<file path="config.mk">
export PLATFORM = sky130hd
export DESIGN_NAME = charlieplex_led_scanner
export DESIGN_NICKNAME = d
export VERILOG_FILES = /design/src/sv/clp_pkg.sv /design/src/sv/clp_next_led.sv /design/src/sv/clp_step.sv /design/src/sv/charlieplex_led_scanner.sv
export SDC_FILE = /design/constraint.sdc
export NUM_CORES = 1
export LEC_CHECK = 0
export ABC_AREA = 0
export ABC_CLOCK_PERIOD_IN_PS = 4880
export BUFFER_PORTS_ARGS = -buffer_cell sky130_fd_sc_hd__buf_2
export CORE_MARGIN = 5
export CORE_UTILIZATION = 55
export CTS_CLUSTER_DIAMETER = 100
export DETAILED_ROUTE_END_ITERATION = 7
export GPL_TIMING_DRIVEN = 0
export PLACE_DENSITY = 0.77
export SLEW_MARGIN = 20
export SYNTH_ARGS = -nofsm -noshare
export SYNTH_HDL_FRONTEND = slang
export SYNTH_SLANG_ARGS = --single-unit
</file>
<file path="constraint.sdc">
create_clock -name clk -period 4.88 [get_ports clk]
set_input_delay 1.464 -clock clk [delete_from_list [all_inputs] [get_ports clk]]
set_output_delay 1.464 -clock clk [all_outputs]
set_load 0.03 [all_outputs]
</file>
<file path="src/sv/clp_pkg.sv">
`timescale 1ns / 1ps
// ----------------------------------------------------------------------------
// clp_pkg
// shared types, command codes and the led pin-pair table for the
// charlieplexed led scanner
// ----------------------------------------------------------------------------
package clp_pkg;

  localparam int LedCount = 16;
  localparam int PinCount = 5;
  localparam int LedIdxW  = $clog2(LedCount);
  localparam int PinIdxW  = $clog2(PinCount);
  localparam int CmdW     = 3;

  localparam int SpareBit   = 2;
  localparam int BatteryBit = 3;

  typedef enum logic [CmdW-1:0] {
    CMD_TICK     = 3'd0,
    CMD_SET_MASK = 3'd1,
    CMD_SET_BATT = 3'd2,
    CMD_START    = 3'd3,
    CMD_STOP     = 3'd4
  } cmd_t;

  // anode and cathode pin of each led
  localparam logic [PinIdxW-1:0] ANODE_PIN [LedCount] = '{
    3'd0, 3'd1, 3'd1, 3'd3, 3'd2, 3'd2, 3'd4, 3'd4,
    3'd2, 3'd0, 3'd2, 3'd3, 3'd3, 3'd0, 3'd1, 3'd3
  };
  localparam logic [PinIdxW-1:0] CATHODE_PIN [LedCount] = '{
    3'd1, 3'd0, 3'd2, 3'd2, 3'd4, 3'd0, 3'd2, 3'd3,
    3'd3, 3'd2, 3'd1, 3'd4, 3'd0, 3'd3, 3'd3, 3'd1
  };

  typedef struct packed {
    logic [LedCount-1:0] display_bits;
    logic                battery_flag;
    logic [LedIdxW-1:0]  scan_position;
    logic                running;
    logic [PinCount-1:0] pins_high;
    logic [PinCount-1:0] pins_low;
  } scan_state_t;

  typedef struct packed {
    logic                found;
    logic [LedIdxW-1:0]  idx;
    logic [PinCount-1:0] pins_high;
    logic [PinCount-1:0] pins_low;
  } led_sel_t;

endpackage

</file>
<file path="src/sv/clp_next_led.sv">
`timescale 1ns / 1ps
// ----------------------------------------------------------------------------
// clp_next_led
// round-robin search for the next set mask bit after the scan position,
// and pin drive lookup for that led
// ----------------------------------------------------------------------------
module clp_next_led (
  input  logic [clp_pkg::LedCount-1:0] mask,
  input  logic [clp_pkg::LedIdxW-1:0]  position,
  output clp_pkg::led_sel_t            sel
);

  logic [clp_pkg::LedIdxW-1:0]  start_idx;
  logic [clp_pkg::LedCount-1:0] rot_mask;
  logic [clp_pkg::LedIdxW-1:0]  offset;
  logic [clp_pkg::LedIdxW-1:0]  led_idx;

  // rotate so that bit 0 is the position just after the current one
  assign start_idx = position + clp_pkg::LedIdxW'(1);
  assign rot_mask  = (mask >> start_idx) | (mask << (clp_pkg::LedIdxW'(clp_pkg::LedCount - 1)
                     - start_idx + clp_pkg::LedIdxW'(1)));

  // lowest set bit wins
  always_comb begin
    offset = '0;
    for (int i = clp_pkg::LedCount - 1; i >= 0; i--) begin
      if (rot_mask[i]) begin
        offset = clp_pkg::LedIdxW'(i);
      end
    end
  end

  assign led_idx = start_idx + offset;

  always_comb begin
    sel.found     = |mask;
    sel.idx       = led_idx;
    sel.pins_high = clp_pkg::PinCount'(1) << clp_pkg::ANODE_PIN[led_idx];
    sel.pins_low  = clp_pkg::PinCount'(1) << clp_pkg::CATHODE_PIN[led_idx];
  end

endmodule

</file>
<file path="src/sv/clp_step.sv">
`timescale 1ns / 1ps
// ----------------------------------------------------------------------------
// clp_step
// applies one command to the scanner state and forms the next state
// ----------------------------------------------------------------------------
module clp_step (
  input  logic [clp_pkg::CmdW-1:0]     command,
  input  logic [clp_pkg::LedCount-1:0] display_mask_in,
  input  logic                         battery_in,
  input  clp_pkg::scan_state_t         cur,
  output clp_pkg::scan_state_t         nxt
);

  logic [clp_pkg::LedCount-1:0] lit_mask;
  logic [clp_pkg::LedCount-1:0] strip_mask;
  clp_pkg::led_sel_t            sel;

  always_comb begin
    lit_mask = cur.display_bits;
    if (cur.battery_flag) begin
      lit_mask[clp_pkg::BatteryBit] = 1'b1;
    end
    strip_mask = '1;
    strip_mask[clp_pkg::SpareBit]   = 1'b0;
    strip_mask[clp_pkg::BatteryBit] = 1'b0;
  end

  clp_next_led u_next_led (
    .mask     (lit_mask),
    .position (cur.scan_position),
    .sel      (sel)
  );

  always_comb begin
    nxt = cur;
    case (clp_pkg::cmd_t'(command))
      clp_pkg::CMD_TICK: begin
        if (cur.running) begin
          nxt.pins_high = '0;
          nxt.pins_low  = '0;
          if (sel.found) begin
            nxt.scan_position = sel.idx;
            nxt.pins_high     = sel.pins_high;
            nxt.pins_low      = sel.pins_low;
          end
        end
      end
      clp_pkg::CMD_SET_MASK: begin
        nxt.display_bits = display_mask_in & strip_mask;
      end
      clp_pkg::CMD_SET_BATT: begin
        nxt.battery_flag = battery_in;
      end
      clp_pkg::CMD_START: begin
        nxt.scan_position = '0;
        nxt.running       = 1'b1;
      end
      clp_pkg::CMD_STOP: begin
        nxt.running   = 1'b0;
        nxt.pins_high = '0;
        nxt.pins_low  = '0;
      end
      default: begin
        nxt = cur;
      end
    endcase
  end

endmodule

</file>
<file path="src/sv/charlieplex_led_scanner.sv">
`timescale 1ns / 1ps
// ----------------------------------------------------------------------------
// charlieplex_led_scanner
// scan driver for 16 charlieplexed leds on 5 tri-state pins
// ----------------------------------------------------------------------------
// usage
//   input channel (in_valid / in_stall) carries one command per transfer:
//   tick, set display mask, set battery flag, start or stop
//   every input transfer yields exactly one result transfer on the output
//   channel (out_valid / out_stall) with the pin drive after that command
//   out_valid rises once the command has passed the input register, then the
//   result register; throughput: one command per cycle while the receiver does
//   not stall, with the next-led search and state update combinational between the registers
//   reset (rst_n low, synchronous) clears the mask, battery flag, scan
//   position and pin drive, stops the scan and empties both registers
//   when the receiver stalls, the result register holds its value; the
//   input register still takes one more command and then in_stall rises
//   until the result is taken
// ----------------------------------------------------------------------------
module charlieplex_led_scanner (
  input  logic                         clk,
  input  logic                         rst_n,
  // command channel
  input  logic                         in_valid,
  output logic                         in_stall,
  input  logic [clp_pkg::CmdW-1:0]     in_command,
  input  logic [clp_pkg::LedCount-1:0] in_display_mask_in,
  input  logic                         in_battery_in,
  // result channel
  output logic                         out_valid,
  input  logic                         out_stall,
  output logic [clp_pkg::PinCount-1:0] out_drive_high,
  output logic [clp_pkg::PinCount-1:0] out_drive_low,
  output logic [clp_pkg::LedIdxW-1:0]  out_lit_index,
  output logic                         out_lit
);

  // input register
  logic                         s1_valid_r;
  logic [clp_pkg::CmdW-1:0]     s1_command_r;
  logic [clp_pkg::LedCount-1:0] s1_mask_r;
  logic                         s1_battery_r;

  // scanner state
  clp_pkg::scan_state_t state_r;
  clp_pkg::scan_state_t state_nxt;

  // result register
  logic                         out_valid_r;
  logic [clp_pkg::PinCount-1:0] out_high_r;
  logic [clp_pkg::PinCount-1:0] out_low_r;
  logic [clp_pkg::LedIdxW-1:0]  out_idx_r;

  logic out_free;
  logic s1_advance;
  logic in_xfer;

  // result slot is free when empty or being taken this cycle
  assign out_free   = !out_valid_r || !out_stall;
  assign s1_advance = s1_valid_r && out_free;
  assign in_stall   = s1_valid_r && !out_free;
  assign in_xfer    = in_valid && !in_stall;

  always_ff @(posedge clk) begin
    if (!rst_n) begin
      s1_valid_r <= 1'b0;
    end else if (in_xfer) begin
      s1_valid_r <= 1'b1;
    end else if (s1_advance) begin
      s1_valid_r <= 1'b0;
    end
  end

  // payload only, no reset
  always_ff @(posedge clk) begin
    if (in_xfer) begin
      s1_command_r <= in_command;
      s1_mask_r    <= in_display_mask_in;
      s1_battery_r <= in_battery_in;
    end
  end

  clp_step u_step (
    .command         (s1_command_r),
    .display_mask_in (s1_mask_r),
    .battery_in      (s1_battery_r),
    .cur             (state_r),
    .nxt             (state_nxt)
  );

  // state moves only when the command's result goes into the result register
  always_ff @(posedge clk) begin
    if (!rst_n) begin
      state_r <= '0;
    end else if (s1_advance) begin
      state_r <= state_nxt;
    end
  end

  always_ff @(posedge clk) begin
    if (!rst_n) begin
      out_valid_r <= 1'b0;
    end else if (out_free) begin
      out_valid_r <= s1_valid_r;
    end
  end

  always_ff @(posedge clk) begin
    if (s1_advance) begin
      out_high_r <= state_nxt.pins_high;
      out_low_r  <= state_nxt.pins_low;
      out_idx_r  <= state_nxt.scan_position;
    end
  end

  assign out_valid      = out_valid_r;
  assign out_drive_high = out_high_r;
  assign out_drive_low  = out_low_r;
  assign out_lit_index  = out_idx_r;
  assign out_lit        = |out_high_r;

  // at most one anode and one cathode, never the same pin
  a_pins_legal: assert property (@(posedge clk) disable iff (!rst_n)
    $onehot0(state_r.pins_high) && $onehot0(state_r.pins_low)
      && ((state_r.pins_high & state_r.pins_low) == '0))
    else $error("illegal pin drive pattern");

  // a stopped scanner leaves every pin released
  a_stopped_released: assert property (@(posedge clk) disable iff (!rst_n)
    !state_r.running |-> (state_r.pins_high == '0 && state_r.pins_low == '0))
    else $error("pins driven while stopped");

  // input is held off only behind a full, stalled result register
  a_stall_cause: assert property (@(posedge clk) disable iff (!rst_n)
    in_stall |-> (out_valid_r && out_stall && s1_valid_r))
    else $error("input stalled without cause");

  // state changes only with a command moving into the result register
  a_state_hold: assert property (@(posedge clk) disable iff (!rst_n)
    !s1_advance |=> $stable(state_r))
    else $error("state changed without a command");

endmodule

</file>
### Word level (Yosys, flattened, before mapping)

Memories as Yosys holds them, arrays and structs flattened.
Cells that the tools add are included.

| operators by class | value |
|---|---|
| add/subtract/negate cells | 4 |
| $mul | 0 |
| div/mod/pow operators | 0 |
| order comparisons | 1 |
| eq/ne operators | 4 |
| shift-type cells | 4 |
| multiplexer cells | 30 |
| bitwise gates (word level) | 2 |
| reductions and logical operators | 16 |

Operators with widths:

| cell | count |
|---|---|
| 2-to-1 mux 4 bit | 18 |
| 2-to-1 mux 10 bit | 2 |
| one-hot mux 10 bit (2 select lines) | 1 |
| bitwise OR 16 bit | 1 |
| << shifter 16 x 4 -> 16 bit | 1 |
| right shift 16 x 4 -> 16 bit | 1 |
| OR reduction 15 bit | 1 |
| 2-to-1 mux 3 bit | 4 |
| << shifter 1 x 3 -> 5 bit, first input constant | 2 |
| adder 4 x 1 -> 4 bit, second input constant | 2 |
| one-hot mux 4 bit (2 select lines) | 1 |
| == test 3 x 2 -> 1 bit, second input constant | 2 |
| AND reduction 2 bit | 3 |
| greater-or-equal comparator 5 bit, second input constant | 1 |
| inverter 4 -> 5 bit | 1 |
| OR reduction 5 bit | 1 |
| adder 4 bit | 1 |
| zero test 1 bit | 4 |
| nonzero test 2 bit | 2 |
| subtractor 4 bit, first input constant | 1 |
| == test 3 x 1 -> 1 bit, second input constant | 1 |
| == test 3 bit, second input constant | 1 |
| logical AND 1 bit | 3 |
| zero test 3 bit | 1 |
| 3 further kinds | 5 |

| word-level totals | value |
|---|---|
| register bits after elaboration | 66 |
| latch bits | 0 |
| RAM bits | 0 |
| memory bits (read-only) | 96 |
| output and inout port bits | 17 |
| logic and storage cells | 77 |
| memories | 2 |

Memory list:

| memory | words | width | read ports | clocked after memory_dff | write ports | RTL line | RTL |
|---|---|---|---|---|---|---|---|
| (no name shown) | 16 | 3 | 1 | 0 | 0 | clp_next_led.sv:39 | `sel.pins_low = clp_pkg::PinCount'(1) << clp_pkg::CATHODE_PIN[led_idx];` |
| (no name shown) | 16 | 3 | 1 | 0 | 0 | clp_next_led.sv:38 | `sel.pins_high = clp_pkg::PinCount'(1) << clp_pkg::ANODE_PIN[led_idx];` |

### Logic depth before layout (Yosys ltp)

| logic depth | value |
|---|---|
| depth in word-level cells | 30 |
| mapped depth | 26 |
| gate-level depth less buffers | 23 |

### Cells and area by module

Synthesis repeated with hierarchy kept, for this count alone.

| second synthesis, totals | value |
|---|---|
| cell total of the unflattened synthesis | 546 |
| area total of the unflattened synthesis | 5,141.2 µm² |

By module, submodules not included:

| module | times used | cells an instance | area an instance (µm²) | seq. area each (µm²) |
|---|---|---|---|---|
| charlieplex_led_scanner | 1 | 184 | 2,424.8 | 1,701.6 |
| clp_next_led | 1 | 315 | 2,269.7 | 0.0 |
| clp_step | 1 | 47 | 446.7 | 0.0 |

### Worst setup path before layout

OpenSTA, ideal clock, no wires.

| path | value |
|---|---|
| path type | register -> register |
| start | register state_r[11] (netlist name) |
| end | register out_low_r, in the netlist out_drive_low[3] (data pin) |
| arrival | 5,155 ps |
| required time | 4,715 ps |
| path slack | -441 ps |
| stages on the path, launching flop included | 26 |
| path buffers | 3 |
| cell sequence | dfxtp_1 ha_1 buf_4 buf_4 buf_2 mux4_2 nor2_1 a21oi_1 a21oi_1 a22oi_1 o2bb2a_1 a221oi_1 o311ai_0 a21o_1 a211o_1 a21oi_1 nand2b_1 ha_1 inv_1 fa_1 inv_1 ha_1 inv_1 or4_4 and4_4 o31ai_2 |

RTL lines:

| what | RTL line | RTL |
|---|---|---|
| from (decl) | charlieplex_led_scanner.sv:45 | `clp_pkg::scan_state_t state_r;` |
| from (signal assigned) | charlieplex_led_scanner.sv:96 | `state_r <= state_nxt;` |
| to (signal assigned) | charlieplex_led_scanner.sv:111 | `out_low_r <= state_nxt.pins_low;` |
| to (decl) | charlieplex_led_scanner.sv:51 | `logic [clp_pkg::PinCount-1:0] out_low_r;` |

==> impl_metrics.py <==
metrics = {
    "run_status": {
        "status": "finished with violations",
        "violations": "negative setup slack",
    },
    "cells_and_area": {
        "syn2layout_area_growth_pct": 39.74,
        "final_nets": 652,
        "antennaDiodeCount": 0,
        "fillers": 484,
        "instances_no_fill": 730,
        "drive_above_1_share_pct": 42.24,
    },
    "timing": {
        "min_period_over_period_pct": 114.4,
        "min_period_ps": 5583,
        "finalClockSkew_ps": 24.68,
        "maxSlewViolCount": 0,
        "rsz0062_at_grt": "true",
        "maxSlewHeadroom_pct": 35.48,
        "setup_viol_count_final": 24,
        "hold_viol_final": 0,
        "fin_ws_ps": -703.3,
        "max_freq_mhz": 179.1,
        "tightest_slew_ps": 959.8,
    },
    "synth": {
        "synth_edf_count": 32,
        "synth_area_sq_mm": 0.004738,
        "async_flop_share_pct": 0,
        "ys_seq_area_share_pct": 33.80,
        "synthCells": 503,
        "yosysMostFrequentCell": "mux2i_1",
        "syn-num-nets": 535,
        "synthDominantCellAreaShare_pct": 20.28,
        "synth.area.top_cells": "edfxtp_1 (20%), dfxtp_1 (14%), mux2i_1 (12%), nand2_1 (3.4%), nor2b_1 (2.8%)",
        "netlist-cell-type-count": 76,
        "postSynthAreaPerCell_sq_um": 9.420,
        "yosysTopAreaCell": "edfxtp_1",
        "ys_seq_elements": 64,
        "synth_flop_cell": "edfxtp_1",
        "yosys-top-cells-count": "mux2i_1 (58), nand2_1 (43), dfxtp_1 (32), edfxtp_1 (32), nor2_1 (26)",
        "ys.warnings.count": 0,
    },
    "grt": {
        "grt-ovfl-total": 0,
        "grt_usage_pct": 29.57,
        "grt_pass1_vias": 4570,
        "grt_pass1_wl_um": 23960,
        "grt_max_degree": 19,
        "antenna_found_initial": 0,
    },
    "power": {
        "ir_worst_vdd_uv": 244.6,
        "power_density_mw_per_mm2": 381.4,
        "total_power_mw": 2.525,
        "leakagePower_nw": 2.537,
    },
    "setup_path": {
        "critPathKind": "reg -> reg",
        "worstPathArrival_ps": 5690,
        "crit_slowest_cell": "fa_2",
        "cp_top_family": "compound AO/OA/AOI/OAI gates",
        "cp.required_ps": 4990,
        "reg2reg_slack_ps": -700,
        "rr_worst_depth": 23,
        "r2r-start": "state_r[12]",
        "crit_path_start_kind": "register",
        "worst-path-buf-inv": 4,
        "path_cells": "ha_4 -> buf_4 -> buf_4 -> nor2b_1 -> and2_1 -> a221o_1 -> a22oi_2 -> o2bb2a_4 -> a221oi_4 -> o311ai_2 -> a21o_1 -> a211o_1 -> a21oi_2 -> nand2b_4 -> ha_4 -> inv_4 -> fa_2 -> xnor2_4 -> buf_6 -> xor2_4 -> nor3_4 -> a211o_4 -> a32o_1",
        "rr_endpoint": "out_drive_low[1]",
        "crit_cells": 23,
        "cp_max_fo": 8,
        "critPathMaxStageDelay_ps": 400,
        "critPathCaptureType": "register",
    },
    "placed_design": {
        "gp_congestion": 0.9939,
        "port_buffers": 38,
        "dpl.cell_count": 646,
        "place_hpwl_um": 10010,
        "place_ws_ps": -722.6,
    },
    "cts": {
        "cts-root-buf": "clkbuf_8",
        "hold_buffers": 0,
        "cts_tree": "done",
        "cts_max_path_buffers": 2,
        "path_clk_slew_ps": 100,
        "htree_levels": 3,
        "clkSinkCount": 64,
        "cts-buffers-inserted": 9,
        "clock_latency_ps": 360,
    },
    "flow_run": {
        "cap_violations": 0,
    },
    "drt": {
        "drc": 0,
        "wl_per_cell_um": 24.74,
        "drt-total-wl_um": 18060,
        "drtAntennaViolNets": 0,
        "vias": 5144,
        "dr.pass1.iters": 5,
        "vias_per_cell": 7.047,
        "drt-initial-drc-count": 729,
    },
    "floorplan": {
        "initial_core_util_pct": 57.09,
        "die_h_um": 102.8,
        "die_x_um": 102.8,
        "core.rowCount": 33,
        "die_area_sq_mm": 0.01057,
        "boundaryPins": 41,
        "coreArea_sq_mm": 0.008299,
    },
    "hold_path": {
        "whs_endpoint": "state_r[0]",
        "hold_class": "reg -> reg",
        "min_path_cells": 1,
        "hp-start": "state_r[0]",
    },
}
==> how the worst max path moves through the flow <==
stage                         to        start
2_1_floorplan   out_drive_low[0]  state_r[11]
6_report        out_drive_low[1]  state_r[12]
4_1_cts        out_drive_high[2]  state_r[12]
5_1_grt         out_drive_low[1]  state_r[11]
3_5_place_dp    out_drive_low[1]  state_r[11]
3_3_place_gp    out_drive_low[0]  state_r[11]
==> power by group <==
group	switching, mW	internal [mW]
clock network	0.249	0.294
logic	0.720	0.666
registers	0.0129	0.584
==> worst register-to-register path, delay by kind of cell (launching register included) <==
| family | cells | cell delay (ps) |
|---|---|---|
| compound gates | 10 | 2290 |
| xor+xnor | 2 | 520 |
| fa+ha+maj | 3 | 850 |
| buf+inv | 4 | 500 |
| flops | 1 | 350 |
| simple gates | 4 | 830 |
==> final cells by class <==
class                   instances  area [sq um]  share of cell area, %
multi-input cells             390          3581                  54.08
flip-flops and latches         64          1604                  24.23
repair buffers                108         814.5                  12.30
plain buffers                  33         200.2                  3.023
well taps                     105         131.4                  1.984
clock buffers                   9         123.9                  1.871
clock inverters                 7         105.1                  1.587
inverters                      14         61.31                 0.9259
==> logic make-up after synthesis <==
family                     count (synthesis)  share of synthesized area [%]
and+or+nand+nor                          175                          19.54
AOI/OAI and AO/OA                        125                          20.94
muxes                                     70                          16.06
DFF                                       64                          33.80
buffers and inverters                     49                          4.674
xor gates and xnor gates                  11                          2.509
adders and majority gates                  9                          2.482
==> cells in the final DEF (no fill, tap or decap), drive strengths merged, types with 9 or more instances in the layout <==
| cell | instances |
|---|---|
| o21ai | 22 |
| nor3 | 16 |
| nor2 | 26 |
| nor2b | 21 |
| mux2i | 58 |
| buf | 124 |
| nand3 | 18 |
| nor4 | 9 |
| o211ai | 9 |
| inv | 14 |
| a32o | 13 |
| nand2 | 44 |
| a21oi | 13 |
| clkbuf | 26 |
| edfxtp | 32 |
| dfxtp | 32 |
==> registers in the layout (all words and copies together) (netlist names), 3 cells and up <==
name / count
s1_mask_r: 14
s1_command_r: 3
out_lit_index: 4
out_drive_low: 5
out_drive_high: 5
state_r: 30
==> routing by layer <==
metal | vias up | routed length (um) | GRT usage (%)
li1 | 2156 | - | -
met1 | 2405 | 6550 | 39.93
met2 | 449 | 8250 | 46.43
met3 | 134 | 1995 | 6.022
met4 | 0 | 1268 | 12.45
met5 | - | 0 | 0
==> metrics by stage <==
stage	utilization [%]	hold WS, ps	setup TNS [ps]	area (sq um)
2_1_floorplan	-	424.9	0	4850
3_3_place_gp	62.31	438.1	-11210	5171
3_5_place_dp	62.42	456.6	-11940	5180
4_1_cts	72.62	464.4	-5096	6027
5_1_grt	79.78	509.7	-15290	6621
6_report	79.78	485.5	-12480	6621
==> timing repair <==
| item | in CTS | in global routing |
|---|---|---|
| endpoints found under the setup margin | 23 | 26 |
| setup buffers | 40 | 31 |
| resized for setup | 75 | 82 |
| pin swaps | 28 | 51 |
No activity file was read; power rests on OpenSTA's default activity.
